## config.mk

```make
export PLATFORM = sky130hd
export DESIGN_NAME = circular_deque_unit
export DESIGN_NICKNAME = d
export VERILOG_FILES = /design/src/rtl/core/cdq_pkg.sv /design/src/rtl/core/cdq_cell.sv /design/src/rtl/core/cdq_chain.sv /design/src/rtl/core/circular_deque_unit.sv
export SDC_FILE = /design/constraint.sdc
export NUM_CORES = 1
export LEC_CHECK = 0
export ABC_AREA = 0
export BUFFER_PORTS_ARGS = -buffer_cell sky130_fd_sc_hd__buf_4
export CORE_MARGIN = 8
export CORE_UTILIZATION = 55
export DETAILED_ROUTE_END_ITERATION = 6
export MAX_ROUTING_LAYER = met4
export PLACE_DENSITY = 0.71
export SLEW_MARGIN = 25
export SYNTH_ARGS = -nofsm -noshare
export SYNTH_HDL_FRONTEND = slang
export SYNTH_SLANG_ARGS = --single-unit
```

## constraint.sdc

```tcl
create_clock -name clk_i -period 15.63 [get_ports clk_i]
set_clock_uncertainty 0.2 [all_clocks]
set_input_delay 3.126 -clock clk_i [delete_from_list [all_inputs] [get_ports clk_i]]
set_output_delay 3.126 -clock clk_i [all_outputs]
set_load 0.01 [all_outputs]
```

## src/rtl/core/cdq_pkg.sv

```systemverilog
// ----------------------------------------------------------------------------
// cdq_pkg: shared types and constants of the circular deque
// Operation and status codes, field widths and the cell command set.
// ----------------------------------------------------------------------------
package cdq_pkg;

  localparam int unsigned DataW = 32;
  localparam int unsigned OpW   = 2;
  localparam int unsigned StW   = 2;
  localparam int unsigned OccW  = 5;

  typedef enum logic [OpW-1:0] {
    OP_PUSH_FRONT = 2'd0,
    OP_POP_FRONT  = 2'd1,
    OP_PUSH_BACK  = 2'd2,
    OP_POP_BACK   = 2'd3
  } op_e;

  typedef enum logic [StW-1:0] {
    ST_DONE  = 2'd0,
    ST_FULL  = 2'd1,
    ST_EMPTY = 2'd2
  } status_e;

  // What every cell of a chain does at a clock edge.
  typedef enum logic [1:0] {
    CMD_HOLD  = 2'd0,
    CMD_SHR   = 2'd1,
    CMD_SHL   = 2'd2,
    CMD_LOAD  = 2'd3
  } cmd_e;

endpackage

```

## src/rtl/core/cdq_cell.sv

```systemverilog
// ----------------------------------------------------------------------------
// cdq_cell: one storage cell of a deque chain
// Holds one word; takes its left or right neighbor's word on a shift, or the
// broadcast word when a load targets its own position.
// ----------------------------------------------------------------------------
module cdq_cell
  import cdq_pkg::*;
#(
  parameter int unsigned CntW  = 5,
  parameter int unsigned Index = 0
) (
  input  logic             clk_i,
  input  cmd_e             cmd_i,
  input  logic [CntW-1:0]  cnt_i,
  input  logic [DataW-1:0] load_i,
  input  logic [DataW-1:0] left_i,
  input  logic [DataW-1:0] right_i,
  output logic [DataW-1:0] word_o
);

  logic [DataW-1:0] word_d, word_q;

  always_comb begin
    word_d = word_q;
    case (cmd_i)
      CMD_SHR:  word_d = left_i;
      CMD_SHL:  word_d = right_i;
      CMD_LOAD: begin
        if (cnt_i == CntW'(Index)) begin
          word_d = load_i;
        end
      end
      default:  word_d = word_q;
    endcase
  end

  always_ff @(posedge clk_i) begin
    word_q <= word_d;
  end

  assign word_o = word_q;

endmodule

```

## src/rtl/core/cdq_chain.sv

```systemverilog
// ----------------------------------------------------------------------------
// cdq_chain: row of cells holding the deque in order from one end
// Cell 0 is the near end. A shift right inserts at cell 0, a shift left
// removes cell 0, and a load writes the cell just past the last held word.
// ----------------------------------------------------------------------------
module cdq_chain
  import cdq_pkg::*;
#(
  parameter int unsigned Depth = 16,
  parameter int unsigned CntW  = 5
) (
  input  logic             clk_i,
  input  cmd_e             cmd_i,
  input  logic [CntW-1:0]  cnt_i,
  input  logic [DataW-1:0] data_i,
  output logic [DataW-1:0] head_o
);

  logic [DataW-1:0] word_w [Depth];

  for (genvar i = 0; i < Depth; i++) begin : g_cell
    logic [DataW-1:0] left_w, right_w;

    if (i == 0) begin : g_first
      assign left_w = data_i;
    end else begin : g_mid_l
      assign left_w = word_w[i-1];
    end

    if (i == Depth - 1) begin : g_last
      assign right_w = word_w[i];
    end else begin : g_mid_r
      assign right_w = word_w[i+1];
    end

    cdq_cell #(
      .CntW  (CntW),
      .Index (i)
    ) u_cell (
      .clk_i   (clk_i),
      .cmd_i   (cmd_i),
      .cnt_i   (cnt_i),
      .load_i  (data_i),
      .left_i  (left_w),
      .right_i (right_w),
      .word_o  (word_w[i])
    );
  end

  assign head_o = word_w[0];

endmodule

```

## src/rtl/core/circular_deque_unit.sv

```systemverilog
// ----------------------------------------------------------------------------
// circular_deque_unit: double-ended queue of signed 32-bit words
// Two mirrored cell chains hold the contents, one ordered from the front and
// one from the back, so both ends are always at a fixed cell.
// ----------------------------------------------------------------------------
//  channel  | dir | tdata                              | tuser
//  s_axis   | in  | [31:0] data_in                     | [1:0] func
//  m_axis   | out | [31:0] data_out, [36:32] occupancy | [1:0] status
//
// The chains, the count and the output register all update at the edge that
// accepts an item. A new item is accepted while the previous result is
// being taken, so the unit sustains one item per cycle as long as results
// are taken. s_axis_tready_o drops only while a result sits unclaimed.
// Reset clears the count and the output valid; the cell contents are not
// reset and are never read before written.
// ----------------------------------------------------------------------------
module circular_deque_unit
  import cdq_pkg::*;
#(
  parameter int unsigned DEPTH = 16
) (
  input  logic        clk_i,
  input  logic        rst_ni,
  input  logic        s_axis_tvalid_i,
  output logic        s_axis_tready_o,
  input  logic [31:0] s_axis_tdata_i,   // [31:0] data_in
  input  logic [1:0]  s_axis_tuser_i,   // [1:0] func
  output logic        m_axis_tvalid_o,
  input  logic        m_axis_tready_i,
  output logic [39:0] m_axis_tdata_o,   // [31:0] data_out, [36:32] occupancy
  output logic [1:0]  m_axis_tuser_o    // [1:0] status
);

  localparam int unsigned CntW = $clog2(DEPTH + 1);

  logic             accept_w;
  op_e              op_w;
  logic             full_w, empty_w;
  cmd_e             front_cmd_w, back_cmd_w;
  logic [DataW-1:0] front_head_w, back_head_w;

  logic [CntW-1:0]  cnt_d, cnt_q;
  logic             out_valid_d, out_valid_q;
  logic [DataW-1:0] out_data_d, out_data_q;
  status_e          out_status_d, out_status_q;
  logic [OccW-1:0]  out_occ_d, out_occ_q;

  assign s_axis_tready_o = !out_valid_q || m_axis_tready_i;
  assign accept_w        = s_axis_tvalid_i && s_axis_tready_o;
  assign op_w            = op_e'(s_axis_tuser_i);
  assign full_w          = (cnt_q == CntW'(DEPTH));
  assign empty_w         = (cnt_q == '0);

  always_comb begin
    front_cmd_w  = CMD_HOLD;
    back_cmd_w   = CMD_HOLD;
    cnt_d        = cnt_q;
    out_data_d   = '0;
    out_status_d = ST_DONE;
    case (op_w)
      OP_PUSH_FRONT: begin
        if (full_w) begin
          out_status_d = ST_FULL;
        end else begin
          front_cmd_w = CMD_SHR;
          back_cmd_w  = CMD_LOAD;
          cnt_d       = cnt_q + CntW'(1);
        end
      end
      OP_PUSH_BACK: begin
        if (full_w) begin
          out_status_d = ST_FULL;
        end else begin
          front_cmd_w = CMD_LOAD;
          back_cmd_w  = CMD_SHR;
          cnt_d       = cnt_q + CntW'(1);
        end
      end
      OP_POP_FRONT: begin
        if (empty_w) begin
          out_status_d = ST_EMPTY;
        end else begin
          front_cmd_w = CMD_SHL;
          out_data_d  = front_head_w;
          cnt_d       = cnt_q - CntW'(1);
        end
      end
      OP_POP_BACK: begin
        if (empty_w) begin
          out_status_d = ST_EMPTY;
        end else begin
          back_cmd_w = CMD_SHL;
          out_data_d = back_head_w;
          cnt_d      = cnt_q - CntW'(1);
        end
      end
      default: begin
        out_status_d = ST_DONE;
      end
    endcase

    // Without an accepted item the chains and the count stand still.
    if (!accept_w) begin
      front_cmd_w = CMD_HOLD;
      back_cmd_w  = CMD_HOLD;
      cnt_d       = cnt_q;
    end
  end

  assign out_occ_d   = OccW'(cnt_d);
  assign out_valid_d = accept_w || (out_valid_q && !m_axis_tready_i);

  // The front chain keeps the front word in cell 0, the back chain the back word.
  cdq_chain #(
    .Depth (DEPTH),
    .CntW  (CntW)
  ) u_front_chain (
    .clk_i  (clk_i),
    .cmd_i  (front_cmd_w),
    .cnt_i  (cnt_q),
    .data_i (s_axis_tdata_i),
    .head_o (front_head_w)
  );

  cdq_chain #(
    .Depth (DEPTH),
    .CntW  (CntW)
  ) u_back_chain (
    .clk_i  (clk_i),
    .cmd_i  (back_cmd_w),
    .cnt_i  (cnt_q),
    .data_i (s_axis_tdata_i),
    .head_o (back_head_w)
  );

  always_ff @(posedge clk_i or negedge rst_ni) begin
    if (!rst_ni) begin
      cnt_q       <= '0;
      out_valid_q <= 1'b0;
    end else begin
      cnt_q       <= cnt_d;
      out_valid_q <= out_valid_d;
    end
  end

  always_ff @(posedge clk_i) begin
    if (accept_w) begin
      out_data_q   <= out_data_d;
      out_status_q <= out_status_d;
      out_occ_q    <= out_occ_d;
    end
  end

  assign m_axis_tvalid_o = out_valid_q;
  assign m_axis_tdata_o  = {3'b000, out_occ_q, out_data_q};
  assign m_axis_tuser_o  = out_status_q;

endmodule

```

# Word level (Yosys, flattened, before mapping)
# Cells that the tools add are included.
# op_classes
eq_ne	57
reduce_logical	46
div_mod_pow	0
n_addsub	2
n_bitwise	0
shift	0
magnitude_cmp	0
n_mux	65
mul	0
# ops
operator	count
32-bit one-hot mux with 3 select lines	30
32-bit 2-to-1 mux	18
32-bit one-hot mux with 2 select lines	3
2-bit AND reduction	32
5-bit by 4-bit == test with 1-bit output (second input constant)	8
2-bit != test (second input constant)	17
2-bit by 1-bit != test with 1-bit output (second input constant)	15
5-bit by 3-bit == test with 1-bit output (second input constant)	4
5-bit 2-to-1 mux	3
2-bit == test (second input constant)	6
2-bit one-hot mux with 3 select lines	2
5-bit by 2-bit == test with 1-bit output (second input constant)	2
2-bit 2-to-1 mux	5
5-bit one-hot mux with 2 select lines	1
2-bit by 1-bit == test with 1-bit output (second input constant)	3
3-bit nonzero test	2
5-bit by 1-bit adder with 5-bit output (second input constant)	1
5-bit by 1-bit == test with 1-bit output (second input constant)	1
5-bit == test (second input constant)	1
5-bit zero test	1
5-bit by 1-bit subtractor with 5-bit output (second input constant)	1
2-bit one-hot mux with 2 select lines	1
2-bit nonzero test	2
2-bit OR reduction	2
5 further kinds	9
# word_totals
latch_bits	0
mem_bits_rw	0
mem_bits_ro	0
n_memories	0
out_inout_bits	44
register_bits	1069

# Logic depth before layout (Yosys ltp)
# Gate-level depths: netlist of the first run.
# depth
depth_word	7
mapped_depth	13

# Cells and area by module
# Synthesis of the first run repeated with hierarchy kept, for this count alone.
# unflattened
hier_cells	3936
area_unflattened_um2	55798.5
# by_module_without_submodules
module	area_each_um2	n_inst	cells_each	seq_area_each_um2
cdq_cell at u_back_chain.g_cell[5].u_cell ...	1659.1	8	114	960.9
cdq_cell at u_back_chain.g_cell[7].u_cell ...	1657.8	5	114	960.9
cdq_cell at u_back_chain.g_cell[4].u_cell ...	1656.6	4	114	960.9
cdq_cell at u_back_chain.g_cell[0].u_cell ...	1652.8	4	114	960.9
cdq_cell at u_front_chain.g_cell[15].u_cell ...	1655.3	3	114	960.9
cdq_cell at u_back_chain.g_cell[10].u_cell ...	1662.8	2	114	960.9
cdq_cell at u_back_chain.g_cell[11].u_cell ...	1654.1	2	114	960.9
cdq_cell at u_front_chain.g_cell[0].u_cell	2243.4	1	220	960.9
circular_deque_unit	2227.1	1	182	1321.3
cdq_cell at u_back_chain.g_cell[15].u_cell	1651.6	1	114	960.9
cdq_cell at u_back_chain.g_cell[3].u_cell	1649.1	1	114	960.9
cdq_cell at u_back_chain.g_cell[14].u_cell	1627.8	1	114	960.9

# Worst setup path before layout of the first run
# No wires, ideal clock.
# synth_path
path_type	input port to flip-flop
start	in m_axis_tready_i
end	reg u_back_chain.g_cell[13].u_cell.word_q[0], enable pin
path_stages	11
arrival_ns	7.517
slack_ns	7.447
cell_sequence	nand2b_1 nand2_1 clkinv_1 nand2_1 inv_1 ha_1 buf_2 buf_2 nor2b_1 nand2_1 o21ai_0
# synth_between
elab_chain_cells	6
elab_cells_between_ends	9
# synth_rtl
item	line	text
start, declared	circular_deque_unit.sv:29	input logic m_axis_tready_i,
1-bit logical OR (*)	circular_deque_unit.sv:48	assign s_axis_tready_o = !out_valid_q || m_axis_tready_i;
1-bit logical AND (*)	circular_deque_unit.sv:49	assign accept_w = s_axis_tvalid_i && s_axis_tready_o;
2-bit 2-to-1 mux (*)	circular_deque_unit.sv:103	if (!accept_w) begin
2-bit == test or 2-bit by 1-bit == test with 1-bit output (tied branches)	cdq_cell.sv:25	case (cmd_i)
2-bit != test (no line) or 3-bit nonzero test (tied branches)	-	
2-bit AND reduction (no line) (*)	-	
end signal, assigned	cdq_cell.sv:38	word_q <= word_d;
end, declared	cdq_cell.sv:21	logic [DataW-1:0] word_d, word_q;
# Mark *: on every way between the ends. The rest lies on a longest branch, timed or not.
# A chain may end at the register's enable or synchronous reset.

# Worst setup path in the final report of the first run
# layout_path
start	in m_axis_tready_i
end	reg u_back_chain.g_cell[2].u_cell.word_q[17], enable pin
# layout_between
elab_chain_cells	6
elab_cells_between_ends	9
# layout_rtl
item	line
1-bit logical OR (*)	circular_deque_unit.sv:48
1-bit logical AND (*)	circular_deque_unit.sv:49
2-bit 2-to-1 mux (*)	circular_deque_unit.sv:103
2-bit == test or 2-bit by 1-bit == test with 1-bit output (tied branches)	cdq_cell.sv:25
2-bit != test (no line) or 3-bit nonzero test (tied branches)	-
2-bit AND reduction (no line) (*)	-
end signal, assigned	cdq_cell.sv:38
end, declared	cdq_cell.sv:21
# Marks and branches as above.

==> metrics, run 1 <==
drt drc 0; Die Ht ~300 µm; # IOs 82; R2R setup slack roughly 9.4 ns; DR vias/cell around 7.6; initial antenna violation count 8; Cell Area, Synth roughly 0.045 mm²; row count between 100 and 150; critical path fanouts, max 47; leakage power 0.0167 µW; Final ANT Viol Nets 0; fraction of layout cells with a size suffix above 1 17.1%; sw power ~2200 µW; grt met2 use roughly 35%; setup TNS 0 ns; CP endpoint kind flip-flop; Hold Path Depth 1; Skew-Pair Late Insertion Delay around 0.65 ns; Fmax between 100 and 150 MHz; Final Util between 60% and 70%; R2R cell count 12; switching share of total power 26.6%; yosys synthesis warning count 0; final worst path period need approximately 7.7 ns; gpl congestion 0.812; Slew Limit Fails 0; syn avg cell area approximately 17 µm²; gr busiest metal met2; Hold Fails Final Rpt 0; CTS resizes 0; power share of the clock group 32.4%; Core Region 0.0820 mm²; first-pass GRT wire length about 170000 µm; met3 usage under 10%; post-DP HPWL 61000 µm; Layout Cells excl Fill between 3k and 4k; critical path class input pin to flip-flop; Pint 6010 µW; RR Endpoint u_front_chain.g_cell[6].u_cell.word_o[19]$_DFFE_PP_; Synth Register Bits 1069; Layout area overhead 10.7%; EDFF count, synth between 1k and 1.5k; routed len/inst around 31 µm; crit path to u_back_chain.g_cell[2].u_cell.word_o[17]$_DFFE_PP_; gr usage total between 20% and 30%; CTS sink count roughly 1.1k; RR Startpoint cnt_q[0]$_DFF_PN0_; Initial Util between 50% and 60%; CTS Buf Count roughly 110; Hold Buf Count CTS 0; Final setup viols 0; met1 GRT Util approximately a third; die area a little over 0.09 mm²; largest net degree at the start of global routing around 220; RSZ-0062 raised after global routing no; CTS H-tree depth 3; distinct cell type count after synthesis 43; combinational power share approximately 16%; Die Wd around 300 µm; clk root buf clkbuf_16; PortBufs slightly below 80; Final Net Count approximately 2.6k; Peak supply drop ~94 µV; Worst Setup SP m_axis_tready_i; Seq pwr share 51.4%; Data arrival, critical path between 7 and 8 ns; period utilization between 40 and 50%; Syn Inst Count ~2.6k; Power Density 162 mW/mm²; status finished, final reports clean; Detailed Routing Iterations Pass 1 7; CTS tree yes; MaxCap Viol Count 0; Worst-path clk slew about 0.060 ns; Worst slew margin about a quarter; clock buffer depth 3; required time worst endpoint between 15 and 20 ns; hold crit path type flip-flop to flip-flop; Remaining Overflow, GRT 0; ys async rst share less than 1%; via count ~28k; critical path startpoint category input pin; Tot Pwr roughly 8000 µW; Seq/Total Area, Yosys roughly 70%; top_reg_cell synth edfxtp_1; 1st-iter DRT viols approximately 4.4k; Inst Count DP around 3.5k; setup repair bufs after CTS 0; Routed WL about 110000 µm; Slew @ Worst Pin 1.12 ns; vias in the first global route approximately 26k
per-stage QoR:
| step | cell area [µm²] | hold WS, ns | setup slack [ns] |
|---|---|---|---|
| floorplan | 45500 | 0.325 | 7.45 |
| global route | 50400 | 0.359 | 7.70 |
| CTS | 50300 | 0.352 | 7.84 |
| detailed placement | 46800 | 0.337 | 7.17 |
| global placement | 46800 | 0.334 | 7.37 |
| finish | 50400 | 0.348 | 7.95 |
critical path, cell delays in order:
cell	delay, ns
buf_4	0.07
nand2b_1	0.14
nand2_1	0.21
inv_2	0.80
nand2_1	0.34
inv_1	0.23
ha_4	0.47
buf_4	0.62
nor2b_1	0.29
nand2_1	0.28
o21ai_4	0.65
buf_4	0.49
cell usage after synthesis, drive strengths merged (2+ instances only):
library cell     n  area (µm²)
and3             2        12.5
inv              8        30.0
and2            67         419
buf            202        1020
edfxtp        1063       31900
a221o          896        8970
dfrtp            6         150
nor2b            3        18.8
nor2            40         153
or2              3        18.8
ha              12         150
a21oi            4        20.0
mux2           130        1460
nand2           20        75.1
o21ai           27         139
mux2i           34         340
nand2b           4        25.0
a22o             3        26.3
clkbuf         101         380
nor3             2        10.0
nand3            6        30.0
flip-flops by register name (all words and copies together), names as in the netlist:
signal	cells
u_back_chain.g_cell.u_cell.word_o	512
u_front_chain.g_cell.u_cell.word_o	512
out_data_q	32
cnt_q	5
out_occ_q	5
m_axis_tuser_o	2
m_axis_tvalid_o	1
layout by cell type (no fill, tap or decap), types with 13 or more instances in the layout:
cell       count
o21ai_4       26
clkbuf_16    107
bufinv_16     18
clkinv_1      13
mux2i_1       34
clkinv_2      22
a221o_1      896
edfxtp_1    1063
clkbuf_1      19
mux2_2       130
nor2_1        38
and2_0        35
buf_4        111
and2_1        32
nand2_1       16
layer usage:
| layer | vias up | wire length, µm |
|---|---|---|
| met1 | 14500 | 47300 |
| li1 | 11700 | - |
| met5 | - | 0 |
| met2 | 1822 | 51600 |
| met3 | 203 | 12300 |
| met4 | 0 | 2680 |
final cells by class:
type | instances | area (µm²)
Antenna cell | 2 | 5.00
Clock buffer | 129 | 2790
Clock inverter | 64 | 788
Fill cell | 5786 | 31600
Inverter | 9 | 33.8
Multi-Input combinational cell | 1268 | 12400
Sequential cell | 1069 | 32100
Tap cell | 1070 | 1340
Timing Repair Buffer | 121 | 972
power by group through the flow:
stage          combinational [µW]  clock [µW]  sequential [µW]
3_3_place_gp                 1250           0             4220
4_1_cts                      1320        2680             4190
2_1_floorplan                 905           0             4140
6_report                     1330        2650             4200
5_1_grt                      1400        2800             4240
3_5_place_dp                 1300           0             4230
cells by family after synthesis:
| kind of cell | count (synthesis) | synth area share (%) |
|---|---|---|
| DFF | 1069 | 70.5 |
| AOI/OAI and AO/OA | 937 | 20.3 |
| buffers and inverters | 312 | 3.16 |
| muxes | 164 | 3.97 |
| and+or+nand+nor | 151 | 1.78 |
| adders and majority gates | 12 | 0.330 |
| other | 1 | 0.00824 |
| xor gates and xnor gates | 1 | 0.0193 |
worst min path at each step:
stage / from / to / slack [ns]
4_1_cts: u_back_chain.g_cell[15].u_cell.word_o[16]$_DFFE_PP_ / u_back_chain.g_cell[14].u_cell.word_o[16]$_DFFE_PP_ / 0.35
2_1_floorplan: u_back_chain.g_cell[15].u_cell.word_o[0]$_DFFE_PP_ / u_back_chain.g_cell[14].u_cell.word_o[0]$_DFFE_PP_ / 0.33
6_report: u_back_chain.g_cell[15].u_cell.word_o[8]$_DFFE_PP_ / u_back_chain.g_cell[14].u_cell.word_o[8]$_DFFE_PP_ / 0.35
3_5_place_dp: u_back_chain.g_cell[15].u_cell.word_o[16]$_DFFE_PP_ / u_back_chain.g_cell[14].u_cell.word_o[16]$_DFFE_PP_ / 0.34
3_3_place_gp: u_back_chain.g_cell[15].u_cell.word_o[25]$_DFFE_PP_ / u_back_chain.g_cell[14].u_cell.word_o[25]$_DFFE_PP_ / 0.33
5_1_grt: u_back_chain.g_cell[15].u_cell.word_o[31]$_DFFE_PP_ / u_back_chain.g_cell[14].u_cell.word_o[31]$_DFFE_PP_ / 0.36
No activity file was read; power rests on OpenSTA's default activity.
==> run 2: changes to the inputs <==
ABC_AREA = 1   (was 0)
PLACE_DENSITY = 0.74   (was 0.71)
clock period = 6.2 ns   (was 15.63 ns; I/O delays follow)
==> run 2 against run 1 <==
Clock-buffer cell count decreased by 2; highest routed layer unchanged; combinational power increased by 140%; sequential power increased by 130%; first-iteration DRC count increased by 7.4%.
==> metrics, run 2 <==
status finished, final reports clean; Tot Pwr 19200 µW (+130%); Synth Area in XOR/XNOR 0.0180% (-0.0013 points); switching share of total power 26.9% (+0.34 points); Final setup viols 0 (unchanged); Initial Util 55.3% (-0.18 points); initial antenna violation count 2 (-6); routed len/inst 23.3 µm (-23%); CTS sink count 1069 (unchanged); critical path startpoint category flip-flop; 1st-iter DRT viols 4699 (+7.4%); Fmax approximately 200 MHz; Hold Fails Final Rpt 0 (unchanged); PortBufs 78 (unchanged); RR Endpoint u_back_chain.g_cell[11].u_cell.word_o[13]$_DFFE_PP_; Worst slew margin 30.5% (+5.3 points); Synth Area in Compound Gates 19.2% (-1.1 points); via count 31.6k (+12%); CTS resizes 0 (unchanged); CTS Buf Count 104 (-2.8%); required time worst endpoint 6.34 ns (-9.40 ns); setup repair bufs after CTS 0 (unchanged); Die Ht 313 µm (+3.2%); period utilization around 80%; area share of the largest cell type after synthesis 65.6% (-4.6 points); Hold Buf Count CTS 0 (unchanged); Slew @ Worst Pin 1.04 ns (-0.0841 ns); R2R cell count 14 (+2); Layout area overhead 9.00%; critical path class flip-flop to flip-flop; Seq/Total Area, Yosys 65.9% (-4.6 points); CTS tree yes; gpl congestion 0.903 (+11%); vias in the first global route 29.9k (+15%); MaxCap Viol Count 0 (unchanged); syn avg cell area 12.8 µm² (-25%); R2R setup slack 1.16 ns (-8.28 ns); top_reg_cell synth edfxtp_1; post-DP HPWL 68600 µm (+12%); clock buffer depth 3 (unchanged); Final Util 60.3% (-1.2 points); CTS H-tree depth 3 (unchanged); power share of the clock group 32.7% (+0.3 points); clk root buf clkbuf_16; die area 0.0982 mm² (+6.6%); Power Density 361 mW/mm² (+120%); simple-gate share of the synthesized area 2.94% (+1.2 points); setup TNS 0 ns (unchanged); largest net degree at the start of global routing 235 (+4.9%); Worst-path clk slew 0.06 ns (about the same); Synth Register Bits 1069 (unchanged); first-pass GRT wire length 178000 µm (+5.8%); top cells by area, synth edfxtp_1 66%, o221ai_1 12%, inv_1 7.3%; Final ANT Viol Nets 0 (unchanged); CP endpoint kind flip-flop; sw power 5160 µW (+140%); Remaining Overflow, GRT 0 (unchanged); Slew Limit Fails 0 (unchanged); critical path fanouts, max 171 (+260%); most common cell in the synthesized netlist edfxtp_1; DR vias/cell 6.35 (-16%); fraction of layout cells with a size suffix above 1 11.4% (-5.7 points); Skew-Pair Late Insertion Delay 0.66 ns (about the same); Peak supply drop 222 µV (+140%); Final Net Count 3769 (+44%); RSZ-0062 raised after global routing no; combinational family with the most area after synthesis compound AO/OA/AOI/OAI gates; most frequent cells in the layout 1063 x edfxtp_1, 951 x inv_1, 666 x o221ai_1; Seq pwr share 50.9% (-0.5 points); Syn Inst Count 3789 (+43%); Data arrival, critical path 5.18 ns (-2.62 ns); distinct cell type count after synthesis 30 (-30%); most instantiated cells after synthesis 1063 x edfxtp_1, 951 x inv_1, 666 x o221ai_1; Multi-input gate area 0.0114 mm² (-8.3%); Core Region 0.0880 mm² (+7.3%); # IOs 82 (unchanged); most common cell after layout, fill and taps aside edfxtp_1; EDFF count, synth 1063 (unchanged); Layout Cells excl Fill 4969 (+33%); RR Startpoint cnt_q[0]$_DFF_PN0_; mux contribution to synthesized area 0% (-4.0 points); Inst Count DP 4777 (+35%); leakage power 0.0202 µW (+21%); Detailed Routing Iterations Pass 1 5 (-2); drt drc 0 (unchanged); Routed WL 116000 µm (+1.9%); gr usage total 23.4% (-0.52 points); Die Wd 313 µm (+3.2%); Synth area leader edfxtp_1; Cell Area, Synth 0.0487 mm² (+6.9%); post-synthesis adder-cell area fraction 0.309% (-0.021 points); Pint 14000 µW (+130%); Fillers 6576 (+14%); yosys synthesis warning count 0 (unchanged); ys async rst share 0.561% (unchanged); hold crit path type input pin to async pin; Storage cell area 0.0321 mm² (unchanged); combinational power share 16.4% (about the same); Worst Slack Setup Final 1.16 ns (-6.78 ns); row count 109 (+3.8%); final worst path period need between 5 and 6 ns; pre-CTS setup slack 1.14 ns (-6.02 ns)
-- run 2: power groups by stage --
stage	combinational, µW	clock, µW	sequential [µW]
global route	3410	6610	9840
CTS	3110	6340	9750
detailed placement	3090	0	9890
finish	3150	6270	9750
global placement	2960	0	9850
floorplan	2160	0	9860
-- run 2: routing by layer --
metal | global-route usage (%) | wire, µm | vias up
met2 | 34.6 | 52900 | 1620
met1 | 33.9 | 50200 | 15700
met3 | 3.82 | 10200 | 182
met4 | 6.12 | 2700 | 0
met5 | - | 0 | -
li1 | - | - | 14100
-- run 2: logic make-up (layout without fill, tap and decap cells) --
group,Yosys count,count (layout)
AND/OR/NAND/NOR,346,346
AO/OA/AOI/OAI,1090,1090
buffers and inverters,1270,1282
XOR/XNOR,1,1
adder cells (fa/ha/maj),12,12
other,1,4
flip-flops,1069,1069
-- run 2: stage by stage --
step | area [µm²] | hold WS [ns]
floorplan | 48700 | 0.314
global placement | 49600 | 0.317
detailed placement | 49700 | 0.328
CTS | 53000 | 0.134
global route | 53000 | 0.147
finish | 53000 | 0.173
-- run 2: worst max path at each step --
stage,from,to,slack [ns],depth (start not counted)
after detailed placement,s_axis_tuser_i[0],u_back_chain.g_cell[13].u_cell.word_o[12]$_DFFE_PP_,1.14,9
after CTS,cnt_q[0]$_DFF_PN0_,u_back_chain.g_cell[12].u_cell.word_o[0]$_DFFE_PP_,1.34,13
final,cnt_q[0]$_DFF_PN0_,u_back_chain.g_cell[11].u_cell.word_o[13]$_DFFE_PP_,1.16,14
after floorplan,s_axis_tuser_i[0],u_front_chain.g_cell[0].u_cell.word_o[0]$_DFFE_PP_,0.63,10
after global routing,cnt_q[0]$_DFF_PN0_,u_back_chain.g_cell[13].u_cell.word_o[19]$_DFFE_PP_,0.89,14
after global placement,s_axis_tuser_i[0],u_back_chain.g_cell[12].u_cell.word_o[19]$_DFFE_PP_,1.22,9
-- run 2: layout make-up --
cell class                      instances  share of cell area [%]
Sequential cell                      1069                    60.5
Multi-Input combinational cell       1452                    21.4
Inverter                              956                    6.83
Clock buffer                          127                    5.23
Tap cell                             1165                    2.75
Timing Repair Buffer                  136                    2.24
Clock inverter                         63                    1.07
Antenna cell                            1                 0.00472
-- run 2: worst max-delay path, stage by stage (launching register included) --
cell and delay, ns:
dfrtp_1 0.44, inv_1 0.13, ha_1 0.23, inv_1 0.06, nor2_2 0.07, nand2_2 0.23
nand3_2 0.08, buf_4 0.26, a21oi_1 0.41, ha_4 0.47, inv_16 0.24, nand2_8 0.52
buf_12 0.36, buf_16 0.55, o221ai_1 0.25
